--- config.mk ---
export PLATFORM = sky130hd
export DESIGN_NAME = sorted_priority_queue
export DESIGN_NICKNAME = d
export VERILOG_FILES = /design/src/rtl/core/srtpq_pkg.sv /design/src/rtl/core/srtpq_ctrl.sv /design/src/rtl/core/srtpq_dp.sv /design/src/rtl/core/sorted_priority_queue.sv
export VERILOG_INCLUDE_DIRS = /design/src /design/src/rtl/core
export SDC_FILE = /design/constraint.sdc
export NUM_CORES = 2
export LEC_CHECK = 0
export BUFFER_PORTS_ARGS = -buffer_cell sky130_fd_sc_hd__buf_2
export CAP_MARGIN = 20
export CORE_MARGIN = 10
export CORE_UTILIZATION = 50
export CTS_CLUSTER_DIAMETER = 200
export CTS_CLUSTER_SIZE = 12
export DETAILED_ROUTE_END_ITERATION = 7
export PLACE_DENSITY_LB_ADDON = 0.1
export SYNTH_ARGS = -nofsm -noshare
export SYNTH_HDL_FRONTEND = slang
export SYNTH_SLANG_ARGS = --single-unit
export TNS_END_PERCENT = 1
--- constraint.sdc ---
create_clock -name clk -period 5.2 [get_ports clk]
set_input_delay 0.78 -clock clk [delete_from_list [all_inputs] [get_ports clk]]
set_output_delay 0.78 -clock clk [all_outputs]
set_load 0.05 [all_outputs]
--- src/rtl/core/assert_macros.svh ---
// Assertion macros used by the top level of the sorted priority queue.
`ifndef ASSERT_MACROS_SVH
`define ASSERT_MACROS_SVH

// Concurrent assertion on the rising edge of clk, held off while arst_n is low.
`define SPQ_ASSERT(name, prop, msg) \
	name: assert property (@(posedge clk) disable iff (!arst_n) prop) else $error(msg);

// Concurrent assertion that an expression is never true.
`define SPQ_ASSERT_NEVER(name, expr, msg) \
	`SPQ_ASSERT(name, !(expr), msg)

`endif

--- src/rtl/core/srtpq_pkg.sv ---
// Package with the codes and control types of the sorted priority queue.
package srtpq_pkg;

	localparam logic [1:0] OP_INSERT = 2'd0;
	localparam logic [1:0] OP_REMOVE = 2'd1;
	localparam logic [1:0] OP_CLEAR  = 2'd2;

	localparam logic [1:0] ST_OK    = 2'd0;
	localparam logic [1:0] ST_FULL  = 2'd1;
	localparam logic [1:0] ST_EMPTY = 2'd2;

	// Commands from the controller to the datapath.
	typedef struct packed {
		logic capture;
		logic execute;
	} srtpq_cmd_t;

	// Status from the datapath to the controller.
	typedef struct packed {
		logic out_free;
	} srtpq_sts_t;

endpackage

--- src/rtl/core/srtpq_ctrl.sv ---
// Controller state machine of the sorted priority queue.
module srtpq_ctrl (
	input  logic                  clk,
	input  logic                  arst_n,
	input  logic                  in_valid,
	output logic                  in_ready,
	input  srtpq_pkg::srtpq_sts_t sts,
	output srtpq_pkg::srtpq_cmd_t cmd
);

	localparam logic ST_IDLE = 1'b0;
	localparam logic ST_EXEC = 1'b1;

	logic state_q;

	assign in_ready    = (state_q == ST_IDLE);
	assign cmd.capture = in_ready && in_valid;
	assign cmd.execute = (state_q == ST_EXEC) && sts.out_free;

	always_ff @(posedge clk or negedge arst_n) begin
		if (!arst_n) begin
			state_q <= ST_IDLE;
		end else begin
			case (state_q)
				ST_IDLE: begin
					if (cmd.capture) begin
						state_q <= ST_EXEC;
					end
				end
				ST_EXEC: begin
					if (cmd.execute) begin
						state_q <= ST_IDLE;
					end
				end
				default: begin
					state_q <= ST_IDLE;
				end
			endcase
		end
	end

endmodule

--- src/rtl/core/srtpq_dp.sv ---
// Datapath of the sorted priority queue: sorted entry array, command and result registers.
module srtpq_dp #(
	parameter int DEPTH      = 16,
	parameter int DATA_WIDTH = 32,
	parameter int PRIO_WIDTH = 8,
	parameter int CW         = 5
) (
	input  logic                  clk,
	input  logic                  arst_n,
	input  srtpq_pkg::srtpq_cmd_t cmd,
	output srtpq_pkg::srtpq_sts_t sts,
	input  logic [1:0]            in_op,
	input  logic [DATA_WIDTH-1:0] in_data,
	input  logic [PRIO_WIDTH-1:0] in_prio,
	input  logic                  out_ready,
	output logic                  out_valid,
	output logic [DATA_WIDTH-1:0] out_data,
	output logic                  out_removed,
	output logic [1:0]            out_status,
	output logic [CW-1:0]         out_count
);

	logic [1:0]            op_q;
	logic [DATA_WIDTH-1:0] data_q;
	logic [PRIO_WIDTH-1:0] prio_q;

	logic [DATA_WIDTH-1:0] ent_data_q [DEPTH];
	logic [PRIO_WIDTH-1:0] ent_prio_q [DEPTH];
	logic [CW-1:0]         count_q;

	logic                  out_valid_q;
	logic [DATA_WIDTH-1:0] out_data_q;
	logic                  out_removed_q;
	logic [1:0]            out_status_q;

	logic [DEPTH-1:0] gt;
	logic [DEPTH-1:0] shift_in;
	logic [DEPTH-1:0] take_new;
	logic             full;
	logic             empty;
	logic             do_insert;
	logic             do_remove;

	assign full      = (count_q == CW'(DEPTH));
	assign empty     = (count_q == '0);
	assign do_insert = cmd.execute && (op_q == srtpq_pkg::OP_INSERT) && !full;
	assign do_remove = cmd.execute && (op_q == srtpq_pkg::OP_REMOVE) && !empty;

	assign sts.out_free = !out_valid_q || out_ready;

	// Held entries above the new priority move back one place; the new entry lands
	// at the first of them, or at the tail when none is larger.
	always_comb begin
		for (int i = 0; i < DEPTH; i++) begin
			gt[i] = (CW'(i) < count_q) && (ent_prio_q[i] > prio_q);
		end
		shift_in[0] = 1'b0;
		for (int i = 1; i < DEPTH; i++) begin
			shift_in[i] = gt[i-1];
		end
		for (int i = 0; i < DEPTH; i++) begin
			take_new[i] = !shift_in[i] && (gt[i] || (count_q == CW'(i)));
		end
	end

	always_ff @(posedge clk) begin
		if (cmd.capture) begin
			op_q   <= in_op;
			data_q <= in_data;
			prio_q <= in_prio;
		end
	end

	always_ff @(posedge clk) begin
		if (do_insert) begin
			for (int i = 0; i < DEPTH; i++) begin
				if (take_new[i]) begin
					ent_data_q[i] <= data_q;
					ent_prio_q[i] <= prio_q;
				end
			end
			for (int i = 1; i < DEPTH; i++) begin
				if (shift_in[i]) begin
					ent_data_q[i] <= ent_data_q[i-1];
					ent_prio_q[i] <= ent_prio_q[i-1];
				end
			end
		end else if (do_remove) begin
			for (int i = 0; i < DEPTH - 1; i++) begin
				ent_data_q[i] <= ent_data_q[i+1];
				ent_prio_q[i] <= ent_prio_q[i+1];
			end
		end
	end

	always_ff @(posedge clk or negedge arst_n) begin
		if (!arst_n) begin
			count_q     <= '0;
			out_valid_q <= 1'b0;
		end else begin
			if (do_insert) begin
				count_q <= count_q + CW'(1);
			end else if (do_remove) begin
				count_q <= count_q - CW'(1);
			end else if (cmd.execute && (op_q == srtpq_pkg::OP_CLEAR)) begin
				count_q <= '0;
			end
			if (cmd.execute) begin
				out_valid_q <= 1'b1;
			end else if (out_ready) begin
				out_valid_q <= 1'b0;
			end
		end
	end

	always_ff @(posedge clk) begin
		if (cmd.execute) begin
			out_data_q    <= do_remove ? ent_data_q[0] : '0;
			out_removed_q <= do_remove;
			if ((op_q == srtpq_pkg::OP_INSERT) && full) begin
				out_status_q <= srtpq_pkg::ST_FULL;
			end else if ((op_q == srtpq_pkg::OP_REMOVE) && empty) begin
				out_status_q <= srtpq_pkg::ST_EMPTY;
			end else begin
				out_status_q <= srtpq_pkg::ST_OK;
			end
		end
	end

	assign out_valid   = out_valid_q;
	assign out_data    = out_data_q;
	assign out_removed = out_removed_q;
	assign out_status  = out_status_q;
	assign out_count   = count_q;

endmodule

--- src/rtl/core/sorted_priority_queue.sv ---
// Top level of the sorted priority queue: controller, datapath and stream ports.
//
// The queue holds up to DEPTH entries sorted by priority, lowest value first, and
// first in, first out among equal priorities. Each slave-side transaction carries one
// operation in s_axis_tuser (insert, remove front entry, clear) with the payload and
// priority in s_axis_tdata. Every operation yields exactly one master-side transaction
// that carries the removed payload (zero when nothing was removed) and the entry count
// after the operation in m_axis_tdata, and the removed flag and a status code in
// m_axis_tuser.
// An operation is accepted into the command register and then applied to the entry
// array, so no new one is taken until the last one is applied; the output register
// takes the result as the operation is applied. Insert and remove act on all
// entries at once, with one priority compare per slot and a one-place shift.
// The output register decouples the two sides: a new operation is accepted while an
// earlier result still waits, and it is applied as soon as that result is taken. While
// m_axis_tready stays low, the block holds its result and accepts at most one more
// operation. Reset empties the queue and drops any pending result; stored entries are
// not cleared, since only entries below the count are ever read.
module sorted_priority_queue #(
	parameter int DEPTH      = 16,
	parameter int DATA_WIDTH = 32,
	parameter int PRIO_WIDTH = 8
) (
	input  logic clk,
	input  logic arst_n,

	input  logic                                            s_axis_tvalid,
	output logic                                            s_axis_tready,
	// Fields from bit 0 up: data, priority_req.
	input  logic [((DATA_WIDTH+PRIO_WIDTH+7)/8)*8-1:0]     s_axis_tdata,
	// Fields from bit 0 up: op.
	input  logic [1:0]                                      s_axis_tuser,

	output logic                                            m_axis_tvalid,
	input  logic                                            m_axis_tready,
	// Fields from bit 0 up: removed_data, count.
	output logic [((DATA_WIDTH+$clog2(DEPTH+1)+7)/8)*8-1:0] m_axis_tdata,
	// Fields from bit 0 up: removed_valid, status.
	output logic [2:0]                                      m_axis_tuser
);

	`include "assert_macros.svh"

	localparam int CW      = $clog2(DEPTH + 1);
	localparam int OUT_TDW = ((DATA_WIDTH + CW + 7) / 8) * 8;

	srtpq_pkg::srtpq_cmd_t cmd;
	srtpq_pkg::srtpq_sts_t sts;

	logic [DATA_WIDTH-1:0] out_data;
	logic                  out_removed;
	logic [1:0]            out_status;
	logic [CW-1:0]         out_count;

	srtpq_ctrl u_ctrl (
		.clk      (clk),
		.arst_n   (arst_n),
		.in_valid (s_axis_tvalid),
		.in_ready (s_axis_tready),
		.sts      (sts),
		.cmd      (cmd)
	);

	srtpq_dp #(
		.DEPTH      (DEPTH),
		.DATA_WIDTH (DATA_WIDTH),
		.PRIO_WIDTH (PRIO_WIDTH),
		.CW         (CW)
	) u_dp (
		.clk         (clk),
		.arst_n      (arst_n),
		.cmd         (cmd),
		.sts         (sts),
		.in_op       (s_axis_tuser),
		.in_data     (s_axis_tdata[DATA_WIDTH-1:0]),
		.in_prio     (s_axis_tdata[DATA_WIDTH+PRIO_WIDTH-1:DATA_WIDTH]),
		.out_ready   (m_axis_tready),
		.out_valid   (m_axis_tvalid),
		.out_data    (out_data),
		.out_removed (out_removed),
		.out_status  (out_status),
		.out_count   (out_count)
	);

	// The count sits directly above the payload; the rest of the word is zero.
	assign m_axis_tdata = OUT_TDW'({out_count, out_data});
	assign m_axis_tuser = {out_status, out_removed};

	// The reported count never goes past the queue depth.
	`SPQ_ASSERT(a_count_bound, m_axis_tvalid |-> (out_count <= CW'(DEPTH)), "count exceeds depth")
	// A removed entry always comes with an ok status.
	`SPQ_ASSERT(a_removed_ok, (m_axis_tvalid && out_removed) |-> (out_status == srtpq_pkg::ST_OK), "removed entry with error status")
	// An operation is never accepted in the cycle in which one is applied.
	`SPQ_ASSERT_NEVER(a_cap_exec, cmd.capture && cmd.execute, "capture and execute together")
	// After an acceptance the slave side closes until that operation is applied.
	`SPQ_ASSERT(a_one_pending, cmd.capture |=> !s_axis_tready, "second operation accepted while one is pending")

endmodule

After elaboration in Yosys (flattened, before gate mapping)
Memory sizes are Yosys's and may differ from the RTL's.
Index checks and enable logic that the tools add are counted.
W data, S select, Z words.
{"block": "totals", "memories": 2, "ramBits": 640, "wordCells": 368, "output_inout_bits": 45, "ff_bits": 84}
{"block": "classes", "n_mux": 165, "n_addsub": 2, "eq_ne": 18, "bitwise_logic": 61, "order_cmp": 32, "reduce_logical": 79}
{"memory": "u_dp.ent_data_q", "depth": 16, "width": 32, "read_ports": 16, "rd_ports_with_merged_regs": 0, "write_ports": 16, "line_no": "srtpq_dp.sv:27", "rtl": "logic [DATA_WIDTH-1:0] ent_data_q [DEPTH];"}
{"memory": "u_dp.ent_prio_q", "depth": 16, "width": 8, "read_ports": 16, "rd_ports_with_merged_regs": 0, "write_ports": 16, "line_no": "srtpq_dp.sv:28", "rtl": "logic [PRIO_WIDTH-1:0] ent_prio_q [DEPTH];"}
{"op": "$mux W32", "count": 30}
{"op": "$mux W8", "count": 30}
{"op": "$gt A8 B8 Y1", "count": 16}
{"op": "$mux W1", "count": 100}
{"op": "$or A1 B1 Y1", "count": 60}
{"op": "$eq A5 B4 Y1 const B", "count": 8}
{"op": "$logic_and A1 B1 Y1", "count": 40}
{"op": "$lt A4 B5 Y1 const A", "count": 8}
{"op": "$eq A5 B3 Y1 const B", "count": 4}
{"op": "$lt A3 B5 Y1 const A", "count": 4}
{"op": "$logic_not A1 Y1", "count": 18}
{"op": "$logic_or A1 B1 Y1", "count": 17}
{"op": "$mux W5", "count": 3}
{"op": "$eq A5 B2 Y1 const B", "count": 2}
{"op": "$lt A1 B5 Y1 const A", "count": 2}
{"op": "$lt A2 B5 Y1 const A", "count": 2}
{"op": "$add A5 B1 Y5 const B", "count": 1}
{"op": "$eq A5 B1 Y1 const B", "count": 1}
{"op": "$eq A5 B5 Y1 const B", "count": 1}
{"op": "$logic_not A5 Y1", "count": 1}
{"op": "$sub A5 B1 Y5 const B", "count": 1}
{"op": "$reduce_bool A3 Y1", "count": 1}
{"op": "$eq A2 B1 Y1 const B", "count": 1}
{"op": "$eq A2 B2 Y1 const B", "count": 1}
{"op": "5 further kinds", "count": 5}

Logic depth before layout (Yosys ltp)
An unclocked memory read counts as a cell.
{"block": "logic_depth", "word_depth": 10, "mapped_depth": 12, "depth_no_buf": 9}

By module
A second synthesis with hierarchy kept.
{"block": "hier_totals", "hier_cells": 3056, "area_unflattened_um2": 36452.5}
{"module": "srtpq_dp", "area_per_inst_um2": 36367.4, "n_inst": 1, "cells_per_inst": 3046, "seq_area_each_um2": 21680.8}
{"module": "srtpq_ctrl", "area_per_inst_um2": 51.3, "n_inst": 1, "cells_per_inst": 5, "seq_area_each_um2": 25.0}
{"module": "sorted_priority_queue", "area_per_inst_um2": 33.8, "n_inst": 1, "cells_per_inst": 5, "seq_area_each_um2": 0.0}

Worst setup path before layout
Ideal clock, no wire load.
{"block": "synth_timing", "path_type": "reg2reg", "startpoint": "reg u_dp.count_q[1], in the netlist u_dp.out_count[1]", "endpoint": "mem u_dp.ent_data_q[12][0], in the netlist u_dp.ent_data_q[1][128], enable pin", "synth_period_minus_slack_ps": 5221, "arrival_ps": 4729, "stages_incl_launch_ff": 8, "required_time_ps": 4707, "n_path_buf": 1, "path_slack_ps": -21, "path_cell_list": "dfrtp_1 -> clkbuf_1 -> inv_1 -> ha_1 -> nor3b_2 -> a21oi_2 -> nand2_2 -> o21ai_0"}
{"element": "from (decl)", "line_no": "srtpq_dp.sv:29", "rtl": "logic [CW-1:0] count_q;"}
{"element": "from (signal assigned)", "line_no": "srtpq_dp.sv:102", "rtl": "count_q <= count_q + CW'(1);"}
{"element": "from (signal assigned)", "line_no": "srtpq_dp.sv:104", "rtl": "count_q <= count_q - CW'(1);"}
{"element": "to (decl)", "line_no": "srtpq_dp.sv:27"}

==> flow_summary_export.csv <==
group,metric,value,unit
pwr,switching_share,0.323,
synth,synth_most_common_cell,"nand2_1",
hold_path,holdCritStartpoint,"s_axis_tdata[1]",
sta,relSlewSlack,0.249,
synth,synthFlopType,"edfxtp_1",
finish,syn2layout_area_growth,9.36,%
clock_network,clk_pin_slew,0.07,ns
placement,port-buffer-count,87,
synth,ys_types,80,
floorplan,die_height,296,µm
synth,synth_edf_count,717,
synth,muxShareOfSynthArea,0.111,
clock_network,cts_buffers,70,
worst_setup_path,r2r_slack,0.98,ns
sta,skew,0.0359,ns
synth,async_flop_share,0.00967,
sta,fmaxAchievable,237,MHz
worst_setup_path,crit_path_top_delay_cell,"a2111oi_0",
drt,wire_per_inst,28.0,µm
drt,drt-initial-drc-count,2923,
global_routing,grt_usage,0.270,
pwr,leakage,15.4,nW
synth,synth.avg_cell_area,11.6,µm²
worst_setup_path,worstSetupEndpointType,"flop",
clock_network,cts_sinks,724,
hold_path,hp-class,"input port to flop",
sta,rsz0062_at_grt,"false",
pwr,clockPowerShare,0.284,
sta,maxSlewViolCount,0,
status,status,"finished, final reports clean",
global_routing,grt_max_degree,150,
worst_setup_path,timing.rr.start,"u_dp.prio_q[1]",
worst_setup_path,required,5.53,ns
flow_run,cap_violations,0,
worst_setup_path,crit_arrival,4.55,ns
worst_setup_path,crit_chain,"inv_1 > ha_1 > nor2b_1 > o211ai_1 > a21oi_1 > a2111oi_0 > o41ai_4 > a311o_2 > buf_4",
sta,tightest_slew,1.13,ns
worst_setup_path,reg2reg_depth,9,
finish,drive_gt1_frac,0.153,
sta,hold_viol,0,
drt,finalWirelength,120000,µm
global_routing,globalRoute.totalOverflow,0,
synth,syn-cell-area,0.0381,mm²
global_routing,grt_pass1_vias,27438,
synth,synth-seq-cells,724,
worst_setup_path,slowest_delay,0.75,ns
floorplan,placementRows,101,
clock_network,clk_latency,0.64,ns
synth,yosys_warnings,0,
pwr,p_seq_frac,0.481,
hold_path,hold_depth,1,
finish,finalNonFillerCells,4276,
synth,synth_top_area_share,0.565,
placement,hpwl,71800,µm
worst_setup_path,critPathKind,"flop to flop",
sta,setup_viol,0,
worst_setup_path,r2r-end,"u_dp.ent_prio_q[0][34]",
placement,dp_cells,4193,
worst_setup_path,crit_path_max_fanout,25,
synth,synthAdderAreaFrac,0.0437,
finish,finalNetCount,3467,
floorplan,start_util,0.503,
synth,netlist_instances,3293,
finish,diodes,0,
synth,yosysTopAreaCell,"edfxtp_1",
pwr,switchingPower,5.37,mW
global_routing,grt_pass1_wl,178000,µm
pwr,vdd_drop_max,0.000223,V
placement,place.gp.congestion,0.929,
floorplan,core_area,0.0757,mm²
placement,pre_cts_slack,1.07,ns
drt,drc,0,
sta,setup_ws,0.976,ns
pwr,p_total,16.6,mW
floorplan,die-area,0.0876,mm²
sta,min_period_over_period,0.812,
synth,synthXorXnorAreaFrac,0.000230,
synth,ys_top_cells_by_count,"781 x nand2_1, 717 x edfxtp_1, 162 x o21ai_0",
clock_network,clock-root-buffer,"clkbuf_16",
global_routing,antenna_found_initial,1,
pwr,combPwrFrac,0.235,
clock_network,cts_buffer_depth,3,
synth,synth_top_family_by_area,"simple AND/OR/NAND/NOR gates",
synth,synth_area_leaders,"edfxtp_1 57%, nand2_1 7.7%, ha_1 4.4%",
drt,drtAntennaViolNets,0,
clock_network,htree_levels,3,
clock_network,ctsResizeCount,0,
pwr,p_per_area,399,mW/mm²
drt,first_pass_iters,5,
synth,synth-compound-area-share,0.118,
worst_setup_path,cp_num_buf_inv,2,
drt,viasPerCell,6.46,
drt,vias,27633,
worst_setup_path,critical-path-top-delay-family,"compound AO/OA/AOI/OAI gates",
floorplan,pin_count,91,
sta,period_minus_slack,4.22,ns
synth,yosysSeqAreaShare,0.570,
floorplan,dieWidth,296,µm
clock_network,cts_tree,"done",
synth,synthSimpleGateAreaFrac,0.124,
pwr,intPower,11.2,mW
hold_path,hold_end,"u_dp.data_q[1]",
worst_setup_path,critPathLaunchType,"flop",
sta,setup_tns,0,ns
[worst max path at each step]
stage | cells after the start | slack, ns | from | endpoint
after detailed placement | 9 | 1.07 | u_dp.prio_q[1] | u_dp.ent_data_q[0][158]
after CTS | 9 | 1.02 | u_dp.prio_q[1] | u_dp.ent_data_q[0][158]
after global routing | 9 | 0.84 | u_dp.prio_q[1] | u_dp.ent_data_q[0][158]
after floorplan | 8 | 0.61 | u_dp.out_count[1] | u_dp.ent_data_q[0][160]
after global placement | 9 | 1.13 | u_dp.prio_q[1] | u_dp.ent_data_q[0][158]
final | 9 | 0.98 | u_dp.prio_q[1] | u_dp.ent_prio_q[0][34]
[power groups by stage]
stage / registers (mW) / clock network [mW] / logic, mW
finish: 7.99 / 4.71 / 3.91
global route: 8.04 / 4.99 / 4.21
CTS: 7.96 / 4.80 / 3.88
detailed placement: 8.08 / 0 / 3.87
global placement: 8.06 / 0 / 3.78
floorplan: 8.01 / 0 / 2.43
[repair_timing]
action                                  in CTS  in global routing
setup buffers                                0                  0
hold endpoints to repair                     7                  0
endpoints found under the setup margin       0                  0
hold buffers                                 1                  0
[registers in the layout, indices dropped and copies added (netlist names)]
signal and flops:
u_dp.ent_data_q 512, u_dp.ent_prio_q 128, u_dp.data_q 32, u_dp.out_data 32, u_dp.prio_q 8, u_dp.out_count 5
u_dp.op_q 2, u_dp.out_status 2, u_ctrl.state_q 1, u_dp.out_removed 1, u_dp.out_valid 1
[stage by stage]
step / utilization / hold WS (ns) / area [µm²]
3_3_place_gp: 0.525 / 0.532 / 39700
4_1_cts: 0.550 / 0.289 / 41700
6_report: 0.550 / 0.316 / 41700
3_5_place_dp: 0.525 / 0.536 / 39700
5_1_grt: 0.550 / 0.303 / 41700
2_1_floorplan: - / 0.484 / 38100
[routing by layer]
metal	GRT usage	up-vias	wire length, µm
li1	-	12155	-
met1	0.382	13851	51800
met2	0.417	1373	53500
met3	0.0344	254	8940
met4	0.112	0	5270
met5	0	-	0
[layout make-up]
class | instances | area (µm²)
Clock buffer | 76 | 1820
Clock inverter | 6 | 96.3
Fill cell | 6376 | 34000
Inverter | 34 | 135
Multi-Input combinational cell | 2289 | 15400
Sequential cell | 724 | 21700
Tap cell | 978 | 1220
Timing Repair Buffer | 169 | 1290
[cell families after synthesis]
kind of cell               Yosys count
AOI/OAI and AO/OA                  651
xor gates and xnor gates             1
adders and majority gates          133
buffers and inverters              282
DFF                                724
muxes                              370
other                                1
and+or+nand+nor                   1131
[cells in the final DEF (no fill, tap or decap), types with 4 or more instances in the layout]
cell type | synthesis | final
edfxtp_1 | 717 | 717
a31oi_4 | 0 | 5
clkbuf_1 | 140 | 4
o22a_1 | 34 | 34
nor2b_1 | 14 | 13
o22ai_1 | 84 | 84
buf_2 | 77 | 87
buf_4 | 8 | 62
nand2_2 | 1 | 4
o21ai_0 | 162 | 161
buf_12 | 0 | 19
mux2_1 | 9 | 9
dfrtp_1 | 7 | 7
o21ai_1 | 11 | 11
mux2_4 | 70 | 70
or2_2 | 4 | 5
nand3_1 | 45 | 44
and2_1 | 34 | 33
mux2i_1 | 150 | 150
a21boi_0 | 32 | 32
a21o_1 | 11 | 11
or3_1 | 4 | 4
inv_1 | 32 | 32
nand2_1 | 781 | 778
nand2b_1 | 43 | 42
and3_1 | 4 | 4
o221a_1 | 40 | 40
ha_1 | 133 | 133
a221o_1 | 81 | 81
a21oi_1 | 124 | 122
nand4_1 | 28 | 28
nor2_1 | 151 | 148
a211oi_1 | 10 | 10
clkbuf_16 | 0 | 72
o211ai_1 | 16 | 16
mux2_2 | 141 | 141
Power figures use the tool's default switching activity.
